### config.mk
export PLATFORM = sky130hd
export DESIGN_NAME = nav_ascii_to_fixed_point_flat
export DESIGN_NICKNAME = d
export VERILOG_FILES = /design/src/hw/rtl/na2f_pkg.sv /design/src/hw/rtl/na2f_if.sv /design/src/hw/rtl/na2f_ctrl.sv /design/src/hw/rtl/na2f_dp.sv /design/src/hw/rtl/nav_ascii_to_fixed_point.sv /design/src/flat_wrapper.sv
export SDC_FILE = /design/constraint.sdc
export NUM_CORES = 1
export LEC_CHECK = 0
export BUFFER_PORTS_ARGS = -buffer_cell sky130_fd_sc_hd__buf_2
export CORE_MARGIN = 5
export CORE_UTILIZATION = 52
export DETAILED_ROUTE_END_ITERATION = 16
export PLACE_DENSITY = 0.74
export SLEW_MARGIN = 15
export SYNTH_ARGS = -nofsm -noshare
export SYNTH_HDL_FRONTEND = slang
export SYNTH_SLANG_ARGS = --single-unit
### constraint.sdc
create_clock -name clk -period 9.8 [get_ports clk]
set_clock_uncertainty 0.15 [all_clocks]
set_input_delay 1.47 -clock clk [delete_from_list [all_inputs] [get_ports clk]]
set_output_delay 1.47 -clock clk [all_outputs]
set_load 0.05 [all_outputs]
### src/hw/rtl/na2f_pkg.sv
// ----------------------------------------------------------------------------
// na2f_pkg: shared definitions for the navigation ASCII to fixed-point block
// Controller states, command and status structs, character codes and
// result status codes.
// ----------------------------------------------------------------------------
package na2f_pkg;

	// Default width of the signed fixed-point result
	localparam int unsigned VALUE_BITS_DEF = 32;

	// Width of the fractional-digits register
	localparam int unsigned FRAC_W = 4;

	// Character codes
	localparam logic [7:0] CH_UP_N = 8'h4E;
	localparam logic [7:0] CH_LO_N = 8'h6E;
	localparam logic [7:0] CH_UP_E = 8'h45;
	localparam logic [7:0] CH_UP_S = 8'h53;
	localparam logic [7:0] CH_UP_W = 8'h57;
	localparam logic [7:0] CH_UP_A = 8'h41;
	localparam logic [7:0] CH_LO_A = 8'h61;
	localparam logic [7:0] CH_MINUS = 8'h2D;
	localparam logic [7:0] CH_PLUS = 8'h2B;
	localparam logic [7:0] CH_POINT = 8'h2E;
	localparam logic [7:0] CH_ZERO = 8'h30;
	localparam logic [7:0] CH_NINE = 8'h39;
	localparam logic [7:0] CH_SPACE = 8'h20;
	localparam logic [7:0] CH_TAB = 8'h09;
	localparam logic [7:0] CH_CR = 8'h0D;

	// Result status codes
	localparam logic [1:0] ST_OK = 2'd0;
	localparam logic [1:0] ST_NAN = 2'd1;
	localparam logic [1:0] ST_OVF = 2'd2;

	// Controller states
	typedef enum logic [3:0] {
		S_IDLE,
		S_LEAD,
		S_AFTER_PFX,
		S_NANPOS,
		S_NA1,
		S_NA2,
		S_DIGITS,
		S_SCALE,
		S_EMIT_NUM,
		S_EMIT_NAN
	} state_t;

	// Commands from controller to datapath
	typedef struct packed {
		logic clear;     // new field starts with this character
		logic neg;       // sign prefix is negative
		logic digit;     // accumulate a decimal digit
		logic point;     // decimal point seen
		logic finish;    // field ends: capture scaling count
		logic scale_en;  // run one scaling step
		logic emit_num;  // load numeric result
		logic emit_nan;  // load not-a-number result
	} cmd_t;

	// Status from datapath to controller
	typedef struct packed {
		logic scale_done;
		logic out_free;
	} sts_t;

	// White space: tab to carriage return, and space
	function automatic logic is_ws(input logic [7:0] c);
		return (c == CH_SPACE) || ((c >= CH_TAB) && (c <= CH_CR));
	endfunction

	function automatic logic is_digit(input logic [7:0] c);
		return (c >= CH_ZERO) && (c <= CH_NINE);
	endfunction

endpackage

### src/hw/rtl/na2f_if.sv
// ----------------------------------------------------------------------------
// na2f_if: valid/ready channels of the converter
// Character channel in, result channel out.
// ----------------------------------------------------------------------------
interface na2f_char_if;
	logic       valid;
	logic       ready;
	logic [7:0] ch;
	logic       start_req;

	modport source (output valid, output ch, output start_req, input ready);
	modport sink (input valid, input ch, input start_req, output ready);
endinterface

interface na2f_res_if #(
	parameter int unsigned VALUE_BITS = 32
);
	logic                         valid;
	logic                         ready;
	logic signed [VALUE_BITS-1:0] value;
	logic [1:0]                   status;

	modport source (output valid, output value, output status, input ready);
	modport sink (input valid, input value, input status, output ready);
endinterface

### src/hw/rtl/na2f_ctrl.sv
// ----------------------------------------------------------------------------
// na2f_ctrl: field parser and sequencer
// Walks the prefix, NAN and digit phases one character per cycle, then, for a
// number, runs the scaling steps and hands the result to the output register.
// ----------------------------------------------------------------------------
module na2f_ctrl
	import na2f_pkg::*;
(
	input  logic       clk,
	input  logic       arst_n,
	input  logic       in_valid,
	input  logic [7:0] ch,
	input  logic       start_req,
	output logic       in_ready,
	input  sts_t       sts,
	output cmd_t       cmd
);

	state_t state_q;
	state_t state_d;
	state_t ph;
	logic   txn;
	logic   live;

	// Character classes
	logic c_ws, c_dig, c_pt, c_ne, c_sw, c_minus, c_plus, c_n, c_a;

	assign c_ws    = is_ws(ch);
	assign c_dig   = is_digit(ch);
	assign c_pt    = (ch == CH_POINT);
	assign c_ne    = (ch == CH_UP_N) || (ch == CH_UP_E);
	assign c_sw    = (ch == CH_UP_S) || (ch == CH_UP_W);
	assign c_minus = (ch == CH_MINUS);
	assign c_plus  = (ch == CH_PLUS);
	assign c_n     = (ch == CH_UP_N) || (ch == CH_LO_N);
	assign c_a     = (ch == CH_UP_A) || (ch == CH_LO_A);

	// Characters are taken in every parsing state
	assign in_ready = (state_q != S_SCALE) && (state_q != S_EMIT_NUM) &&
		(state_q != S_EMIT_NAN);
	assign txn  = in_valid && in_ready;
	// A start request restarts the field from the leading phase
	assign ph   = start_req ? S_LEAD : state_q;
	assign live = txn && (start_req || (state_q != S_IDLE));

	// State register
	always_ff @(posedge clk or negedge arst_n) begin
		if (!arst_n) begin
			state_q <= S_IDLE;
		end else begin
			state_q <= state_d;
		end
	end

	// Next state
	always_comb begin
		state_d = state_q;
		case (state_q)
			S_SCALE: begin
				if (sts.scale_done) begin
					state_d = S_EMIT_NUM;
				end
			end
			S_EMIT_NUM, S_EMIT_NAN: begin
				if (sts.out_free) begin
					state_d = S_IDLE;
				end
			end
			default: begin
				if (live) begin
					case (ph)
						S_LEAD: begin
							if (c_ws) begin
								state_d = S_LEAD;
							end else if (c_ne || c_sw) begin
								state_d = S_AFTER_PFX;
							end else if (c_minus || c_plus) begin
								state_d = S_NANPOS;
							end else if (c_n) begin
								state_d = S_NA1;
							end else begin
								state_d = (c_dig || c_pt) ? S_DIGITS : S_SCALE;
							end
						end
						S_AFTER_PFX: begin
							if (c_ws) begin
								state_d = S_AFTER_PFX;
							end else if (c_n) begin
								state_d = S_NA1;
							end else begin
								state_d = (c_dig || c_pt) ? S_DIGITS : S_SCALE;
							end
						end
						S_NANPOS: begin
							if (c_n) begin
								state_d = S_NA1;
							end else begin
								state_d = (c_dig || c_pt) ? S_DIGITS : S_SCALE;
							end
						end
						S_NA1: begin
							state_d = c_a ? S_NA2 : S_SCALE;
						end
						S_NA2: begin
							state_d = c_n ? S_EMIT_NAN : S_SCALE;
						end
						S_DIGITS: begin
							state_d = (c_dig || c_pt) ? S_DIGITS : S_SCALE;
						end
						default: begin
							state_d = S_IDLE;
						end
					endcase
				end
			end
		endcase
	end

	// Datapath commands
	always_comb begin
		cmd = '0;
		case (state_q)
			S_SCALE: begin
				cmd.scale_en = 1'b1;
			end
			S_EMIT_NUM: begin
				cmd.emit_num = sts.out_free;
			end
			S_EMIT_NAN: begin
				cmd.emit_nan = sts.out_free;
			end
			default: begin
				if (live) begin
					cmd.clear = start_req;
					case (ph)
						S_LEAD: begin
							if (c_sw || c_minus) begin
								cmd.neg = 1'b1;
							end else if (!(c_ws || c_ne || c_plus || c_n)) begin
								cmd.digit  = c_dig;
								cmd.point  = c_pt;
								cmd.finish = !(c_dig || c_pt);
							end
						end
						S_AFTER_PFX: begin
							if (!(c_ws || c_n)) begin
								cmd.digit  = c_dig;
								cmd.point  = c_pt;
								cmd.finish = !(c_dig || c_pt);
							end
						end
						S_NANPOS: begin
							if (!c_n) begin
								cmd.digit  = c_dig;
								cmd.point  = c_pt;
								cmd.finish = !(c_dig || c_pt);
							end
						end
						S_NA1: begin
							cmd.finish = !c_a;
						end
						S_NA2: begin
							cmd.finish = !c_n;
						end
						S_DIGITS: begin
							cmd.digit  = c_dig;
							cmd.point  = c_pt;
							cmd.finish = !(c_dig || c_pt);
						end
						default: begin
							cmd.clear = 1'b0;
						end
					endcase
				end
			end
		endcase
	end

endmodule

### src/hw/rtl/na2f_dp.sv
// ----------------------------------------------------------------------------
// na2f_dp: magnitude accumulator, scaler and result register
// Times-ten with saturation, divide by ten eight quotient bits per cycle,
// sign applied on the way into the result register.
// ----------------------------------------------------------------------------
module na2f_dp
	import na2f_pkg::*;
#(
	parameter int unsigned VALUE_BITS = VALUE_BITS_DEF
) (
	input  logic                         clk,
	input  logic                         arst_n,
	input  logic [FRAC_W-1:0]            frac_digits,
	input  logic [7:0]                   ch,
	input  logic                         res_ready,
	input  cmd_t                         cmd,
	output sts_t                         sts,
	output logic                         res_valid,
	output logic signed [VALUE_BITS-1:0] res_value,
	output logic [1:0]                   res_status
);

	localparam int unsigned MAGW       = VALUE_BITS - 1;
	// Quotient bits produced per divider cycle
	localparam int unsigned DIV_STEP   = 8;
	localparam int unsigned DIV_CHUNKS = (MAGW + DIV_STEP - 1) / DIV_STEP;
	localparam int unsigned DIVW       = DIV_CHUNKS * DIV_STEP;
	localparam int unsigned DCW        = (DIV_CHUNKS > 1) ? $clog2(DIV_CHUNKS) : 1;
	localparam logic [MAGW-1:0] MAG_MAX = '1;

	// Field state
	logic [MAGW-1:0]    mag_q;
	logic               neg_q;
	logic               pt_q;
	logic [4:0]         fc_q;
	logic               ovf_q;
	// Scaling state: signed count of pending steps, divider
	logic signed [5:0]  adj_q;
	logic               div_act_q;
	logic [DCW-1:0]     dcnt_q;
	logic [3:0]         rem_q;
	logic [DIVW-1:0]    div_q;
	// Result register
	logic                         out_valid_q;
	logic signed [VALUE_BITS-1:0] out_value_q;
	logic [1:0]                   out_status_q;

	logic [MAGW-1:0]   mag_b;
	logic              neg_b, pt_b, ovf_b;
	logic [4:0]        fc_b;
	logic [4:0]        have;
	logic signed [5:0] adj_new;
	logic [3:0]        dval;
	logic [MAGW+3:0]   m10;
	logic              mul_ovf;
	logic [MAGW-1:0]   mul_mag;
	logic [4:0]        div_r;
	logic              div_qb;
	logic [3:0]        div_rem;
	logic [DIVW-1:0]   div_next;
	logic [VALUE_BITS-1:0] mag_ext;
	logic              load;

	// Field values seen by this character (cleared on a new field)
	assign mag_b = cmd.clear ? '0 : mag_q;
	assign neg_b = cmd.clear ? 1'b0 : neg_q;
	assign pt_b  = cmd.clear ? 1'b0 : pt_q;
	assign fc_b  = cmd.clear ? 5'd0 : fc_q;
	assign ovf_b = cmd.clear ? 1'b0 : ovf_q;

	// Pending scaling steps: configured digits minus digits seen after point
	assign have    = pt_b ? fc_b : 5'd0;
	assign adj_new = $signed({2'b00, frac_digits}) - $signed({1'b0, have});

	// Times ten plus digit, saturating
	assign dval    = cmd.digit ? ch[3:0] : 4'd0;
	assign m10     = {1'b0, mag_b, 3'b000} + {3'b000, mag_b, 1'b0} +
		{{MAGW{1'b0}}, dval};
	assign mul_ovf = ovf_b || (m10[MAGW+3:MAGW] != 4'd0);
	assign mul_mag = mul_ovf ? MAG_MAX : m10[MAGW-1:0];

	// Restoring divide by ten, DIV_STEP quotient bits per cycle
	always_comb begin
		div_next = div_q;
		div_rem  = rem_q;
		div_r    = '0;
		div_qb   = 1'b0;
		for (int i = 0; i < DIV_STEP; i++) begin
			div_r    = {div_rem, div_next[DIVW-1]};
			div_qb   = (div_r >= 5'd10);
			div_rem  = div_qb ? 4'(div_r - 5'd10) : div_r[3:0];
			div_next = {div_next[DIVW-2:0], div_qb};
		end
	end

	assign mag_ext = {1'b0, mag_q};
	assign load    = cmd.emit_num || cmd.emit_nan;

	// Field and scaling registers
	always_ff @(posedge clk or negedge arst_n) begin
		if (!arst_n) begin
			mag_q     <= '0;
			neg_q     <= 1'b0;
			pt_q      <= 1'b0;
			fc_q      <= 5'd0;
			ovf_q     <= 1'b0;
			adj_q     <= 6'sd0;
			div_act_q <= 1'b0;
			dcnt_q    <= '0;
			rem_q     <= 4'd0;
			div_q     <= '0;
		end else if (cmd.scale_en) begin
			if (div_act_q) begin
				div_q  <= div_next;
				rem_q  <= div_rem;
				dcnt_q <= dcnt_q + 1'b1;
				if (dcnt_q == DCW'(DIV_CHUNKS - 1)) begin
					div_act_q <= 1'b0;
					mag_q     <= div_next[MAGW-1:0];
					adj_q     <= adj_q + 6'sd1;
				end
			end else if (!adj_q[5] && (adj_q != 6'sd0)) begin
				mag_q <= mul_mag;
				ovf_q <= mul_ovf;
				adj_q <= adj_q - 6'sd1;
			end else if (adj_q[5]) begin
				// Dividing a saturated or zero magnitude changes nothing
				if (ovf_q || (mag_q == '0)) begin
					adj_q <= 6'sd0;
				end else begin
					div_act_q <= 1'b1;
					dcnt_q    <= '0;
					rem_q     <= 4'd0;
					div_q     <= DIVW'(mag_q);
				end
			end
		end else begin
			mag_q <= cmd.digit ? mul_mag : mag_b;
			ovf_q <= cmd.digit ? mul_ovf : ovf_b;
			neg_q <= neg_b || cmd.neg;
			pt_q  <= pt_b || cmd.point;
			if (cmd.point) begin
				fc_q <= 5'd0;
			end else if (cmd.digit && pt_b && (fc_b != 5'd31)) begin
				fc_q <= fc_b + 5'd1;
			end else begin
				fc_q <= fc_b;
			end
			if (cmd.finish) begin
				adj_q <= adj_new;
			end
		end
	end

	// Result register
	always_ff @(posedge clk or negedge arst_n) begin
		if (!arst_n) begin
			out_valid_q  <= 1'b0;
			out_value_q  <= '0;
			out_status_q <= ST_OK;
		end else if (load) begin
			out_valid_q <= 1'b1;
			if (cmd.emit_nan) begin
				out_value_q  <= {1'b0, MAG_MAX};
				out_status_q <= ST_NAN;
			end else begin
				out_value_q  <= neg_q ? ('0 - mag_ext) : mag_ext;
				out_status_q <= ovf_q ? ST_OVF : ST_OK;
			end
		end else if (res_ready) begin
			out_valid_q <= 1'b0;
		end
	end

	assign sts.scale_done = (adj_q == 6'sd0) && !div_act_q;
	assign sts.out_free   = !out_valid_q || res_ready;

	assign res_valid  = out_valid_q;
	assign res_value  = out_value_q;
	assign res_status = out_status_q;

endmodule

### src/hw/rtl/nav_ascii_to_fixed_point.sv
// ----------------------------------------------------------------------------
// nav_ascii_to_fixed_point: navigation ASCII field to signed fixed-point
// The ending character starts the scaling: times-ten steps or divide-by-ten
// steps in chunks of eight quotient bits, where divides stop early on a
// zero or saturated magnitude; the result then goes to the result register.
// A NaN field skips the scaling and loads its result directly.
// Throughput: one character per cycle while parsing, input waits while
// scaling and for a free result register. Reset clears all state and config.
// ----------------------------------------------------------------------------
module nav_ascii_to_fixed_point
	import na2f_pkg::*;
#(
	parameter int unsigned VALUE_BITS = VALUE_BITS_DEF
) (
	input  logic              clk,
	input  logic              arst_n,
	na2f_char_if.sink         chars,
	na2f_res_if.source        results,
	input  logic              cfg_we,
	input  logic [FRAC_W-1:0] cfg_wdata
);

	localparam logic [VALUE_BITS-1:0] SAT_POS = {1'b0, {(VALUE_BITS - 1){1'b1}}};

	logic [FRAC_W-1:0] frac_q;
	cmd_t              cmd;
	sts_t              sts;

	// Fractional-digits register
	always_ff @(posedge clk or negedge arst_n) begin
		if (!arst_n) begin
			frac_q <= '0;
		end else if (cfg_we) begin
			frac_q <= cfg_wdata;
		end
	end

	// Parser and sequencer
	na2f_ctrl u_ctrl (
		.clk       (clk),
		.arst_n    (arst_n),
		.in_valid  (chars.valid),
		.ch        (chars.ch),
		.start_req (chars.start_req),
		.in_ready  (chars.ready),
		.sts       (sts),
		.cmd       (cmd)
	);

	// Accumulator, scaler and result register
	na2f_dp #(
		.VALUE_BITS (VALUE_BITS)
	) u_dp (
		.clk         (clk),
		.arst_n      (arst_n),
		.frac_digits (frac_q),
		.ch          (chars.ch),
		.res_ready   (results.ready),
		.cmd         (cmd),
		.sts         (sts),
		.res_valid   (results.valid),
		.res_value   (results.value),
		.res_status  (results.status)
	);

`ifndef SYNTHESIS
	// Result register is only loaded when it is free
	a_load_free: assert property (@(posedge clk) disable iff (!arst_n)
		(cmd.emit_num || cmd.emit_nan) |-> sts.out_free)
		else $error("result loaded over a pending transaction");

	// Only one kind of result at a time
	a_one_emit: assert property (@(posedge clk) disable iff (!arst_n)
		!(cmd.emit_num && cmd.emit_nan))
		else $error("numeric and NaN result together");

	// A NaN load shows up as a NaN result
	a_nan_status: assert property (@(posedge clk) disable iff (!arst_n)
		cmd.emit_nan |=> (results.valid && (results.status == ST_NAN) &&
		(results.value == SAT_POS)))
		else $error("NaN result mangled");

	// Saturated results carry the full-scale magnitude
	a_ovf_value: assert property (@(posedge clk) disable iff (!arst_n)
		(results.valid && (results.status == ST_OVF)) |->
		((results.value == SAT_POS) || (results.value == ('0 - SAT_POS))))
		else $error("overflow result not saturated");
`endif

endmodule
### src/flat_wrapper.sv
// flat-port wrapper written by rule: the top's interface ports become plain ports
module nav_ascii_to_fixed_point_flat import na2f_pkg::*;
#(
	parameter int unsigned VALUE_BITS = VALUE_BITS_DEF
)
  (clk, arst_n, cfg_we, cfg_wdata, chars_valid, chars_ch, chars_start_req, chars_ready, results_valid, results_value, results_status, results_ready);
  na2f_char_if chars_i ();
  na2f_res_if #(.VALUE_BITS(VALUE_BITS)) results_i ();
  input  logic clk;
  input  logic arst_n;
  input  logic cfg_we;
  input  logic [FRAC_W-1:0] cfg_wdata;
  input wire logic [$bits(chars_i.valid)-1:0] chars_valid;
  input wire logic [$bits(chars_i.ch)-1:0] chars_ch;
  input wire logic [$bits(chars_i.start_req)-1:0] chars_start_req;
  output wire logic [$bits(chars_i.ready)-1:0] chars_ready;
  output wire logic [$bits(results_i.valid)-1:0] results_valid;
  output wire logic [$bits(results_i.value)-1:0] results_value;
  output wire logic [$bits(results_i.status)-1:0] results_status;
  input wire logic [$bits(results_i.ready)-1:0] results_ready;
  assign chars_i.valid = chars_valid;
  assign chars_i.ch = chars_ch;
  assign chars_i.start_req = chars_start_req;
  assign chars_ready = chars_i.ready;
  assign results_valid = results_i.valid;
  assign results_value = results_i.value;
  assign results_status = results_i.status;
  assign results_i.ready = results_ready;
  nav_ascii_to_fixed_point #(.VALUE_BITS(VALUE_BITS)) u_core (.clk(clk), .arst_n(arst_n), .chars(chars_i), .results(results_i), .cfg_we(cfg_we), .cfg_wdata(cfg_wdata));
endmodule
==> results of run 1 <==
## synth_stat cells, drive strengths merged, types with 16 or more instances
master and n:
and2 41, nor3 20, o31ai 19, dfrtp 127
xor2 43, clkbuf 62, nand2b 16, mux2i 30
o21ai 105, nand2 123, nand3 30, nor2 124
or3 21, xnor2 21, inv 46, a21oi 119
ha 80, nand4 18
## cell families (layout without fill, tap and decap cells)
family	after synthesis	in the layout	share of synthesized area
and+or+nand+nor	452	452	0.208
DFF	127	127	0.300
buffers and inverters	119	155	0.0440
muxes	38	38	0.0375
AOI/OAI and AO/OA	414	414	0.257
xor gates and xnor gates	64	64	0.0529
adders and majority gates	83	83	0.100
## state kept, by name, indices dropped and copies added (netlist names)
signal	flops
u_core.u_dp.res_status	2
u_core.u_dp.div_act_q	1
u_core.u_dp.ovf_q	1
u_core.u_dp.neg_q	1
u_core.u_dp.mag_q	31
u_core.u_dp.adj_q	6
u_core.u_dp.res_valid	1
u_core.u_dp.rem_q	4
u_core.u_dp.res_value	32
u_core.u_ctrl.state_q	4
u_core.u_dp.pt_q	1
u_core.u_dp.div_q	32
u_core.u_dp.dcnt_q	2
u_core.frac_q	4
u_core.u_dp.fc_q	5
## layer usage
metal	global-route usage	share of wire	wire length, um
met2	0.394	0.44	13400
met4	0.0815	0.026	786
met3	0.0443	0.082	2480
met1	0.361	0.45	13600
met5	0	0	0
## layout by cell type, fill, tap and decap left out, types with 8 or more instances in the layout
cell type  Yosys  routed
dfrtp_1      127     126
nand2_1      122     122
nor2_1       124     122
a21oi_1      118     118
o21ai_0      100     100
ha_1          80      78
buf_2          4      52
inv_1         46      46
xor2_1        43      43
and2_1        39      39
nand3_1       30      30
mux2i_1       30      30
buf_4          0      23
xnor2_1       21      21
or3_1         21      21
nand4_1       18      18
nor3_1        20      17
o31ai_1       17      17
clkbuf_16      0      17
nand2b_1      15      15
a21o_1        14      14
o22ai_1       12      12
a22oi_1       12      12
o221ai_1      12      12
and3_1        11      11
a31oi_1       13      11
o21a_1         9       9
o41ai_1        9       9
nor4_1         8       8
a211oi_1       8       8
nor2b_1        9       8
o211ai_1       8       8
## stage by stage
| stage | std cells | setup TNS [ns] | hold WS (ns) | util |
|---|---|---|---|---|
| after floorplan | 1297 | 0 | 0.300 | - |
| after global placement | 1571 | 0 | 0.299 | 0.550 |
| after detailed placement | 1571 | 0 | 0.308 | 0.550 |
| after CTS | 1603 | 0 | 0.322 | 0.580 |
| after global routing | 1603 | -0.0468 | 0.332 | 0.582 |
| final | 1603 | 0 | 0.324 | 0.582 |
## final cells by class
cell class	count	area, um2
Inverter	48	180
Multi-Input combinational cell	1051	7020
Sequential cell	127	3180
Timing Repair Buffer	75	433
Tap cell	270	338
Fill cell	1833	8420
Clock buffer	17	425
Clock inverter	15	171
## path summary, 6_finish.rpt
check,cells past startpoint,start,endpoint,slack (ns)
worst max-delay path,47,u_core.u_dp.rem_q[0],u_core.u_dp.rem_q[2],0.58
worst min-delay path,2,u_core.u_dp.res_value[2],u_core.u_dp.res_value[2],0.32
worst min register to register,2,u_core.u_dp.res_value[2],u_core.u_dp.res_value[2],0.32
min in group asynchronous,1,arst_n,u_core.u_dp.fc_q[3],1.07
max in group asynchronous,2,arst_n,u_core.u_dp.div_act_q,7.14
worst max register to register,47,u_core.u_dp.rem_q[0],u_core.u_dp.rem_q[2],0.58
## tightest hold or removal path, cell delays in order, from the launching register on
cell,delay (ns)
dfrtp_1,0.35
nand2_1,0.05
nand2_1,0.05
## timing repair
item | in CTS | in global routing
gates resized for setup | 0 | 10
endpoints found under the setup margin | 0 | 5
setup buffers | 0 | 0
==> out/results.txt, run 1 <==
The run finished with clean final reports. dfrtp_1 takes more of the synthesized area than any other cell. For the total count of hold-check failures in the final report, the log shows 0.

The first detailed-routing pass took 6 iterations. The final design area excluding fillers was 11700 um2; the number of I/O port buffers was 53. The run gives 4 as the number of H-tree levels. The most common cell type on the critical path was ha_1. Across all setup checks in the final design, the least slack found is 0.583 ns. The logs give 9505 for the via count of the first global-routing pass and 30.3 mm for the final wirelength. The post-DP HPWL is 22.2 mm. Effective utilization at floorplan: 0.525. At the pin with the least slew margin, the transition time is 1.08 ns. The worst hold path belongs to the class reg -> reg.

The main flop type after synthesis was dfrtp_1. The vertical die dimension was 153 um; the overall track demand over capacity in global routing was 0.254. The number of design-rule violations left by the first detailed-router iteration is 927, and the number of buffers added to fix hold violations after cts is 0. The number of antenna diodes in the final layout is 0.

Period utilization: 0.941. The tools report the kind of start point of the critical path as a register. The logs give 0.370 ns for the placement-stage worst setup slack and 54 for the number of top-level design ports. Sequential cell area fraction in the yosys report: 0.300. After detailed routing, the number of remaining DRC violations is 0. For this design, the sink count on the clock tree is 127.

The tools report the area of placed instances as 11100 um2. The number of antenna violations at the first check in global routing was 0. The final critical path time including I/O delays and setup came out at 9.22 ns. For the max-capacitance violation count, the log shows 0. The top-area cell type share of the netlist area is 0.300. The synthesis-stage register bit count was 127; the detailed-route vias per instance was 6.30. Nature of the critical path endpoint: a register.

The die is 153 um wide. The cell with the biggest individual delay on the critical path was or4_1. In this run, CTS created clock tree buffers numbering 17. For this run, the slowest stage of the critical path takes 0.48 ns. For the count of mapped cells out of synthesis, the log shows 1297.

The count of warnings emitted by yosys was 0; the remaining antenna violation count after routing was 0. TritonCTS built the clock tree. Counting both buffers and inverters, the worst setup path holds a total of 5.

For the area of the mapped netlist, the log shows 10600 um2. For this run, the top clock speed supported by timing is 108 MHz. Counting flops with a built-in enable in the synthesized netlist gives 0. The netlist uses 86 different library cells. The congestion estimate from routability-driven global placement came to 0.945. Setup violations remaining at the end of the flow were counted as 0. The share of flip-flops with an asynchronous set or reset is 1.00. The net total in the final layout was 1421; the maximum number of pins on one net before global-route repair was 78.

The die covers 23300 um2. The worst slew margin relative to its limit came out at 0.278. The layout-stage area growth over the synthesis result is 10.8%, and the register clock-pin slew on the reported worst setup and hold paths is 0.06 ns.

The routed layout has 10100 vias. The tools report the global-route wire length before repair as 49.3 mm. Averaged over all synthesized cells, the footprint is 8.17 um2. STA puts the critical path data arrival time at 9.39 ns.

The layout cell share with drive strength beyond 1 is 0.118, and the worst endpoint required time is 9.97 ns. The total nets after synthesis is 1398. By area the synthesized netlist is led by dfrtp_1 30%, ha_1 9.4%, a21oi_1 5.6%, o21ai_0 4.7%, nor2_1 4.4%. Kind of critical path: reg -> reg.

Broken down by cell family, the worst path's largest delay share belongs to compound AO/OA/AOI/OAI gates. The tools report the core footprint as 20200 um2. Of all nets on the critical path, the largest fanout is 8. The total overflow left after global routing is 0.

The wire length per cell after detailed routing is 18.9 um, and the clock insertion delay at the later pin of the skew report is 0.43 ns. The clock passes through at most 2 buffers. The total number of placement rows is 52.

The count of pins over their slew limit is 0. The cell at the root of the clock tree was clkbuf_16.
Power of run 1 is not shown: default switching activity piles up to over one toggle a cycle in this logic, so the estimate is an artifact.
==> inputs of run 2 (changes only) <==
--- a/config.mk
+++ b/config.mk
@@ -5,6 +5,7 @@
 export SDC_FILE = /design/constraint.sdc
 export NUM_CORES = 1
 export LEC_CHECK = 0
+export ABC_AREA = 1
 export BUFFER_PORTS_ARGS = -buffer_cell sky130_fd_sc_hd__buf_2
 export CORE_MARGIN = 5
 export CORE_UTILIZATION = 52
==> run 2 against run 1 <==
  * Register-to-register slack improved by 1.1 ns
  * Critical path depth fell by 6
  * Worst hold slack improved by 0.014 ns
  * Critical endpoint is now u_core.u_dp.mag_q[0]
  * Highest routed layer unchanged
==> out/results.txt, run 2 <==
The top-area cell type share of the netlist area works out to 0.298 (was 0.300). Dividing total power by cell area gives a power density of 355 nW/um2. The main flop type after synthesis is dfrtp_1 (unchanged). Maximum number of pins on one net before global-route repair: 67 (was 78). TritonCTS built the clock tree.

The number of design-rule violations left by the first detailed-router iteration is 1165 (was 927), and the fill cell instance count of the final layout is 1847 (was 1833). Vertical die dimension: 153 um (about the same). The run gives 54 (unchanged) as the number of top-level design ports. The wire length per cell after detailed routing was 17.0 um (was 18.9 um).

The run gives 0.638 as the combinational cell fraction of total power. Effective utilization at floorplan: 0.528 (was 0.525). The maximum fanout encountered on the critical timing path works out to 39 (was 8).

The number of antenna violations at the first check in global routing came out at 0 (unchanged). The number of clock sinks is 127 (unchanged), and the remaining antenna violation count after routing is 0 (unchanged). The run gives 0.928 (was 0.945) as the placer congestion estimate. The TritonCTS buffer count came out at 17 (unchanged). The number of I/O port buffers was 53 (unchanged). The layout cell share with drive strength beyond 1 works out to 0.120 (was 0.118). The number of cell instances on the worst register-to-register path was 41 (was 47); the slew at the pin closest to its max-slew limit was 0.997 ns (was 1.08 ns). The detailed-route vias per instance was 5.80 (was 6.30); the register clock-pin slew on the reported worst setup and hold paths was 0.06 ns (about the same). The worst endpoint data arrival time is 8.27 ns (was 9.39 ns). The most common cell type on the critical path is nand2_1 (was ha_1).

The reg-to-reg setup timing slack was 1.69 ns (was 0.58 ns); the total count of hold-check failures in the final report was 0 (unchanged). The layout-stage area growth over the synthesis result is 10.1% (was 10.8%). The tools report the post-DP HPWL as 23.2 mm (was 22.2 mm).

Nature of the critical path endpoint: a register (unchanged). The run gives 0.43 ns (about the same) as the clock insertion delay at the later pin of the skew report. The analysis attributes to net switching a power of 2230 uW.

Summed over all cells, the static leakage comes to 0.00628 uW. The run gives 0 (unchanged) as the number of diodes added for antenna fixing. The final setup violation count is 0 (unchanged).

The kind of critical path was reg -> reg (unchanged). The cell taking the most area after synthesis was dfrtp_1 (unchanged). For the overall track demand over capacity in global routing, the log shows 0.255 (was 0.254). Capturing element of the worst setup path: u_core.u_dp.mag_q[0] (was u_core.u_dp.rem_q[2]).

The run gives 10500 (was 10100) as the total via count after detailed routing. The final total negative setup slack came out at 0 ns (unchanged). Path type of the worst min-delay path: reg -> reg (unchanged).

Synthesized area divided by synthesized cell count: 7.13 um2 (was 8.17 um2). Cell with the biggest individual delay on the critical path: nor2_2 (was or4_1). The tools report the final wirelength as 30.7 mm (was 30.3 mm).

For the sequential cell area, the log shows 3180 um2 (about the same). Switching share of power: 0.535. The final critical path time including I/O delays and setup was 8.11 ns (was 9.22 ns); the total number of placement rows was 52 (unchanged). Setup repair after global routing left no endpoint under its margin. The period utilization was 0.828 (was 0.941); the number of buffers on the longest clock path was 2 (unchanged).

The via count of the first global-routing pass was 9618 (was 9505); the net total in the final layout was 1625 (was 1421). Portion of total power attributed to the clock network: 0.157. Core footprint: 20200 um2 (about the same). The most common cell in the synthesized netlist is nand2_1 (was dfrtp_1).

For the global-route congestion overflow total, the log shows 0 (unchanged). Cell types with the largest area share after synthesis: dfrtp_1 30%, nand2_1 9.6%, ha_1 9.4%, inv_1 7.5%, o21ai_0 5.2% (was dfrtp_1 30%, ha_1 9.4%, a21oi_1 5.6%, o21ai_0 4.7%, nor2_1 4.4%). The run finished with clean final reports.

The worst setup path startpoint was u_core.u_ctrl.state_q[1] (was u_core.u_dp.rem_q[0]). Number of buffers added to fix hold violations after cts: 0 (unchanged). The number of distinct library cell variants in the gate-level netlist after synthesis is 62 (was 86). The source of the worst register-to-register timing path is u_core.u_ctrl.state_q[1] (was u_core.u_dp.rem_q[0]). For the worst endpoint required time, the log shows 9.95 ns (was 9.97 ns).

The count of mapped cells out of synthesis was 1497 (was 1297). The number of flops mapped to enable cells by yosys is 0 (unchanged), and the cell-internal power is 1940 uW. Count of pins over their slew limit: 0 (unchanged). Commonest cells after routing, fill and taps aside: 273 x nand2_1, 212 x inv_1, 127 x nor2_1, 127 x dfrtp_1, 112 x o21ai_0 (was 126 x dfrtp_1, 122 x nand2_1, 122 x nor2_1).

The sequential cell area fraction in the yosys report was 0.298 (was 0.300); the synthesis-stage register bit count was 127 (unchanged). The part of the total power dissipated in sequential elements is 0.206, and the worst slew margin relative to its limit is 0.333 (was 0.278). The logs give 1598 (was 1398) for the total nets after synthesis and 0 (unchanged) for the count of unresolved DRC violations after routing. The tools report the setup fix buffers added after clock tree synthesis as 0 (unchanged). The global-route wire length before repair was 49.4 mm (was 49.3 mm); the width of the chip was 153 um (about the same). The tools report the reg-to-reg critical path endpoint as u_core.u_dp.mag_q[0] (was u_core.u_dp.rem_q[2]). The logs give 123 MHz (was 108 MHz) for the maximum frequency from static timing analysis and 0 (unchanged) for the post-cts gate resize count. Leading post-synthesis cells by instance count: 273 x nand2_1, 212 x inv_1, 128 x nor2_1, 127 x dfrtp_1, 112 x o21ai_0 (was 127 x dfrtp_1, 124 x nor2_1, 122 x nand2_1, 118 x a21oi_1, 100 x o21ai_0).

The full die area is 23500 um2 (was 23300 um2), and the share of flip-flops with an asynchronous set or reset is 1.00 (unchanged). The cell at the root of the clock tree is clkbuf_16 (unchanged). The area of the mapped netlist came out at 10700 um2 (was 10600 um2). The max-capacitance violation count is 0 (unchanged), and the worst-case vdd ir drop is 0.000247 V.

The most frequent standard cell in the layout excluding fill and tap cells was nand2_1 (was dfrtp_1). The kind of start point of the critical path is a register (unchanged). The tools report the number of H-tree levels as 4 (unchanged). The tools report the area of the multi-input gates as 6430 um2 (was 7020 um2). The tools report the overall power consumption as 4180 uW.

For the length of the first detailed-routing pass in iterations, the log shows 6 (unchanged). Maximum single-stage delay on the critical path: 0.65 ns (was 0.48 ns). The tools report the count of warnings emitted by yosys as 0 (unchanged).
-- run 2: cell count changes after synthesis, sizes merged, moves of 16 or more --
cell,change
a31oi,+27
nand3,+37
inv,+179
a21oi,-29
and2,-39
nand2,+187
o21ai,+27
o31ai,-16
or3,-21
mux2i,-29
nand2b,-16
o22ai,+19
-- run 2: worst max-delay path: cells and delay by family (launching register included) --
| family | cells | cell delay (ns) |
|---|---|---|
| compound gates | 14 | 2.23 |
| flops | 1 | 0.41 |
| fa+ha+maj | 2 | 1.05 |
| buf+inv | 10 | 1.81 |
| simple gates | 15 | 2.32 |
-- run 2: power by group through the flow --
stage | clock, uW | combinational (uW) | sequential, uW
detailed placement | 0 | 2610 | 859
finish | 656 | 2660 | 859
global placement | 0 | 2550 | 855
floorplan | 0 | 1840 | 1050
CTS | 659 | 2640 | 852
global route | 687 | 2910 | 876
-- run 2: layout make-up --
cell class                      count  share of cell area
Clock buffer                       19              0.0377
Inverter                          228              0.0738
Timing Repair Buffer               63              0.0295
Sequential cell                   127               0.270
Tap cell                          270              0.0287
Clock inverter                     12              0.0135
Multi-Input combinational cell   1087               0.546
-- run 2: cells by family (layout without fill, tap and decap cells) --
logic type,after synthesis,count (layout),share of synthesized area
flops,127,127,0.298
xor+xnor,43,43,0.0353
mux,3,3,0.00305
buf+inv,283,322,0.102
fa+ha+maj,83,83,0.0994
simple gates,582,582,0.253
compound gates,376,376,0.210
-- run 2: metal layers --
layer,vias to the layer above,share of wire,GRT usage
li1,5098,-,-
met1,4835,0.44,0.367
met2,496,0.44,0.390
met3,53,0.092,0.0438
met4,0,0.026,0.0857
met5,-,0,0
-- run 2: how the worst min path moves through the flow --
stage,start,end,depth (start not counted)
2_1_floorplan,u_core.u_dp.dcnt_q[0],u_core.u_dp.dcnt_q[0],1
3_3_place_gp,u_core.u_dp.res_status[0],u_core.u_dp.res_status[0],1
3_5_place_dp,u_core.u_dp.res_status[1],u_core.u_dp.res_status[1],2
4_1_cts,u_core.u_dp.dcnt_q[0],u_core.u_dp.dcnt_q[0],1
5_1_grt,u_core.u_dp.res_status[0],u_core.u_dp.res_status[0],1
6_report,u_core.u_dp.res_status[1],u_core.u_dp.res_status[1],2
-- run 2: stage by stage --
stage | instance area (um2) | setup slack, ns | hold slack [ns] | util | instances
floorplan | 10700 | 2.68 | 0.307 | - | 1497
global placement | 11200 | 2.01 | 0.320 | 0.551 | 1775
detailed placement | 11200 | 1.72 | 0.331 | 0.551 | 1775
CTS | 11800 | 1.79 | 0.340 | 0.581 | 1806
global route | 11800 | 1.07 | 0.368 | 0.581 | 1806
finish | 11800 | 1.69 | 0.338 | 0.581 | 1806
(Power assumes the default switching activity.)
==> inputs of run 3 (changes only) <==
--- a/config.mk
+++ b/config.mk
@@ -10,7 +10,7 @@
 export CORE_MARGIN = 5
 export CORE_UTILIZATION = 52
 export DETAILED_ROUTE_END_ITERATION = 16
-export PLACE_DENSITY = 0.74
+export PLACE_DENSITY = 0.77
 export SLEW_MARGIN = 15
 export SYNTH_ARGS = -nofsm -noshare
 export SYNTH_HDL_FRONTEND = slang
==> constraint.sdc (replaced) <==
create_clock -name clk -period 7.4 [get_ports clk]
set_clock_uncertainty 0.15 [all_clocks]
set_input_delay 1.11 -clock clk [delete_from_list [all_inputs] [get_ports clk]]
set_output_delay 1.11 -clock clk [all_outputs]
set_load 0.05 [all_outputs]
==> run 3 against run 2 <==
  * Worst hold slack worse by 0.00070 ns
  * Sequential power grew 33%
  * First-iteration DRC count rose by 8.0%
  * Via count is 0.36% higher
  * Setup slack worse by 0.99 ns
  * Combinational power increased by 30%
  * Sequential share of layout area fell by 0.21 points
  * Clock power up 35%
  * Critical endpoint is now u_core.u_dp.mag_q[27]
  * Largest power group unchanged
  * Highest routed layer unchanged
==> out/results.txt, run 3 (synthesis gave the netlist of run 2 again) <==
For the post-DP HPWL, the log shows 23.0 mm (was 23.2 mm). The number of antenna violations at the first check in global routing is 0 (unchanged), and the count of unresolved DRC violations after routing is 0 (unchanged). The tools report the nature of the critical path endpoint as a register (unchanged). The run finished with clean final reports.

The layout cell share with drive strength beyond 1 was 0.126 (was 0.120); the total number of placement rows was 52 (unchanged). The final core area utilization was 0.586 (was 0.581); the count of pins over their slew limit was 0 (unchanged). The placer congestion estimate is 0.916 (was 0.928), and the placement-stage worst setup slack is -0.105 ns (was 1.72 ns). The most common cell type on the critical path is nand2_1 (unchanged).

The full die area came out at 23500 um2 (unchanged). The tools report the worst setup margin as 0.695 ns (was 1.69 ns). The kind of start point of the critical path is a primary input (was a register).

The tools report the final wirelength as 30.5 mm (was 30.7 mm). Path type of the worst min-delay path: reg -> reg (unchanged). The tools report the via count of the first global-routing pass as 10000 (was 9618). The logs give 69 (was 67) for the maximum number of pins on one net before global-route repair and 6.86 ns (was 8.27 ns) for the worst endpoint data arrival time. The kind of critical path is in -> reg (was reg -> reg). The number of buffers on the longest clock path is 2 (unchanged). The detailed-route vias per instance is 5.80 (about the same), and the max-capacitance violation count is 0 (unchanged). The remaining antenna violation count after routing was 0 (unchanged); the number of clock sinks was 127 (unchanged). The final setup violation count is 0 (unchanged).

The wire length per cell after detailed routing works out to 16.8 um (was 17.0 um). The effective utilization at floorplan is 0.528 (unchanged). The core footprint is 20200 um2 (unchanged), and the register clock-pin slew on the reported worst setup and hold paths is 0.07 ns (was 0.06 ns). The number of H-tree levels is 4 (unchanged), and the total via count after detailed routing is 10500 (about the same). The period utilization is 0.906, and the total power divided by cell area is 464 nW/um2 (was 355 nW/um2).

Commonest cells after routing, fill and taps aside: 273 x nand2_1, 212 x inv_1, 127 x nor2_1, 127 x dfrtp_1, 112 x o21ai_0 (unchanged). The final critical path time including I/O delays and setup works out to 6.71 ns. The net total in the final layout was 1633 (was 1625). The number of I/O port buffers works out to 53 (unchanged). TritonCTS built the clock tree. The tools report the worst slew margin relative to its limit as 0.395 (was 0.333). The layout-stage area growth over the synthesis result is 11.0% (was 10.1%).

The logs give 0 (unchanged) for the total count of hold-check failures in the final report and 0 (unchanged) for the global-route congestion overflow total. The run gives 0.337 ns (was 0.338 ns) as the final hold slack. The static leakage came out at 0.00633 uW (was 0.00628 uW). The maximum single-stage delay on the critical path was 0.48 ns (was 0.65 ns).

The vertical die dimension is 153 um (unchanged), and the slew at the pin closest to its max-slew limit is 0.907 ns (was 0.997 ns). The TritonCTS buffer count was 17 (unchanged). Number of top-level design ports: 54 (unchanged). The kind of cell adding the most delay to the critical path is compound AO/OA/AOI/OAI gates (was simple AND/OR/NAND/NOR gates). The most frequent standard cell in the layout excluding fill and tap cells was nand2_1 (unchanged). The maximum fanout encountered on the critical timing path is 13 (was 39), and the length of the first detailed-routing pass in iterations is 6 (unchanged). The run gives 0 (unchanged) as the number of diodes added for antenna fixing. The number of buffers added to fix hold violations after cts came out at 0 (unchanged). The tools report the cell at the root of the clock tree as clkbuf_16 (unchanged). Overall power consumption: 5500 uW (was 4180 uW). The run gives 0.257 (was 0.255) as the overall track demand over capacity in global routing.

The tools report the number of design-rule violations left by the first detailed-router iteration as 1258 (was 1165). The logs give 0 ns (unchanged) for the final total negative setup slack and 7.56 ns (was 9.95 ns) for the worst endpoint required time. The clock insertion delay at the later pin of the skew report was 0.42 ns (was 0.43 ns). The width of the chip was 153 um (unchanged).

Cell with the biggest individual delay on the critical path: fa_1 (was nor2_2). The tools report the global-route wire length before repair as 50.3 mm (was 49.4 mm). Derived from the worst setup path, the maximum achievable clock frequency is 149 MHz. For the worst-case vdd ir drop, the log shows 0.000345 V (was 0.000247 V). The number of buffers and inverters on the critical path was 7 (was 10).
-- run 3: report_power, final --
part | internal (uW) | leakage [uW] | switching (uW)
combinational | 1130 | 0.00439 | 2340
clock | 536 | 0.000286 | 348
sequential | 920 | 0.00166 | 220
-- run 3: area by class of cell --
| class | instances | area [um2] |
|---|---|---|
| clock inverters | 14 | 180 |
| inverters | 228 | 873 |
| clock buffers | 18 | 429 |
| repair buffers | 71 | 410 |
| multi-input cells | 1087 | 6440 |
| fillers | 1841 | 8380 |
| flip-flops and latches | 127 | 3180 |
| well taps | 270 | 338 |
-- run 3: metrics by stage --
stage / instance area, um2 / cells
4_1_cts: 11800 / 1812
6_report: 11900 / 1815
2_1_floorplan: 10700 / 1497
5_1_grt: 11900 / 1815
3_3_place_gp: 11200 / 1780
3_5_place_dp: 11200 / 1780
-- run 3: path summary, 6_finish.rpt --
path / from / to / slack, ns / cells after the start
worst max-delay path: chars_start_req / u_core.u_dp.mag_q[27] / 0.69 / 40
worst min-delay path: u_core.u_dp.res_status[0] / u_core.u_dp.res_status[0] / 0.34 / 1
worst max register to register: u_core.u_dp.rem_q[0] / u_core.u_dp.rem_q[1] / 0.86 / 61
worst min register to register: u_core.u_dp.res_status[0] / u_core.u_dp.res_status[0] / 0.34 / 1
max in group asynchronous: arst_n / u_core.frac_q[1] / 5.28 / 2
min in group asynchronous: arst_n / u_core.u_dp.res_value[29] / 0.54 / 1
-- run 3: repair_timing --
item,in CTS,in global routing
buffers inserted,0,3
resized for setup,0,7
endpoints found under the setup margin,0,31
-- run 3: routing by layer --
metal | vias to the layer above | global-route usage | share of wire
li1 | 5119 | - | -
met3 | 57 | 0.0515 | 0.091
met4 | 0 | 0.0925 | 0.028
met1 | 4856 | 0.363 | 0.44
met2 | 488 | 0.392 | 0.44
met5 | - | 0 | 0
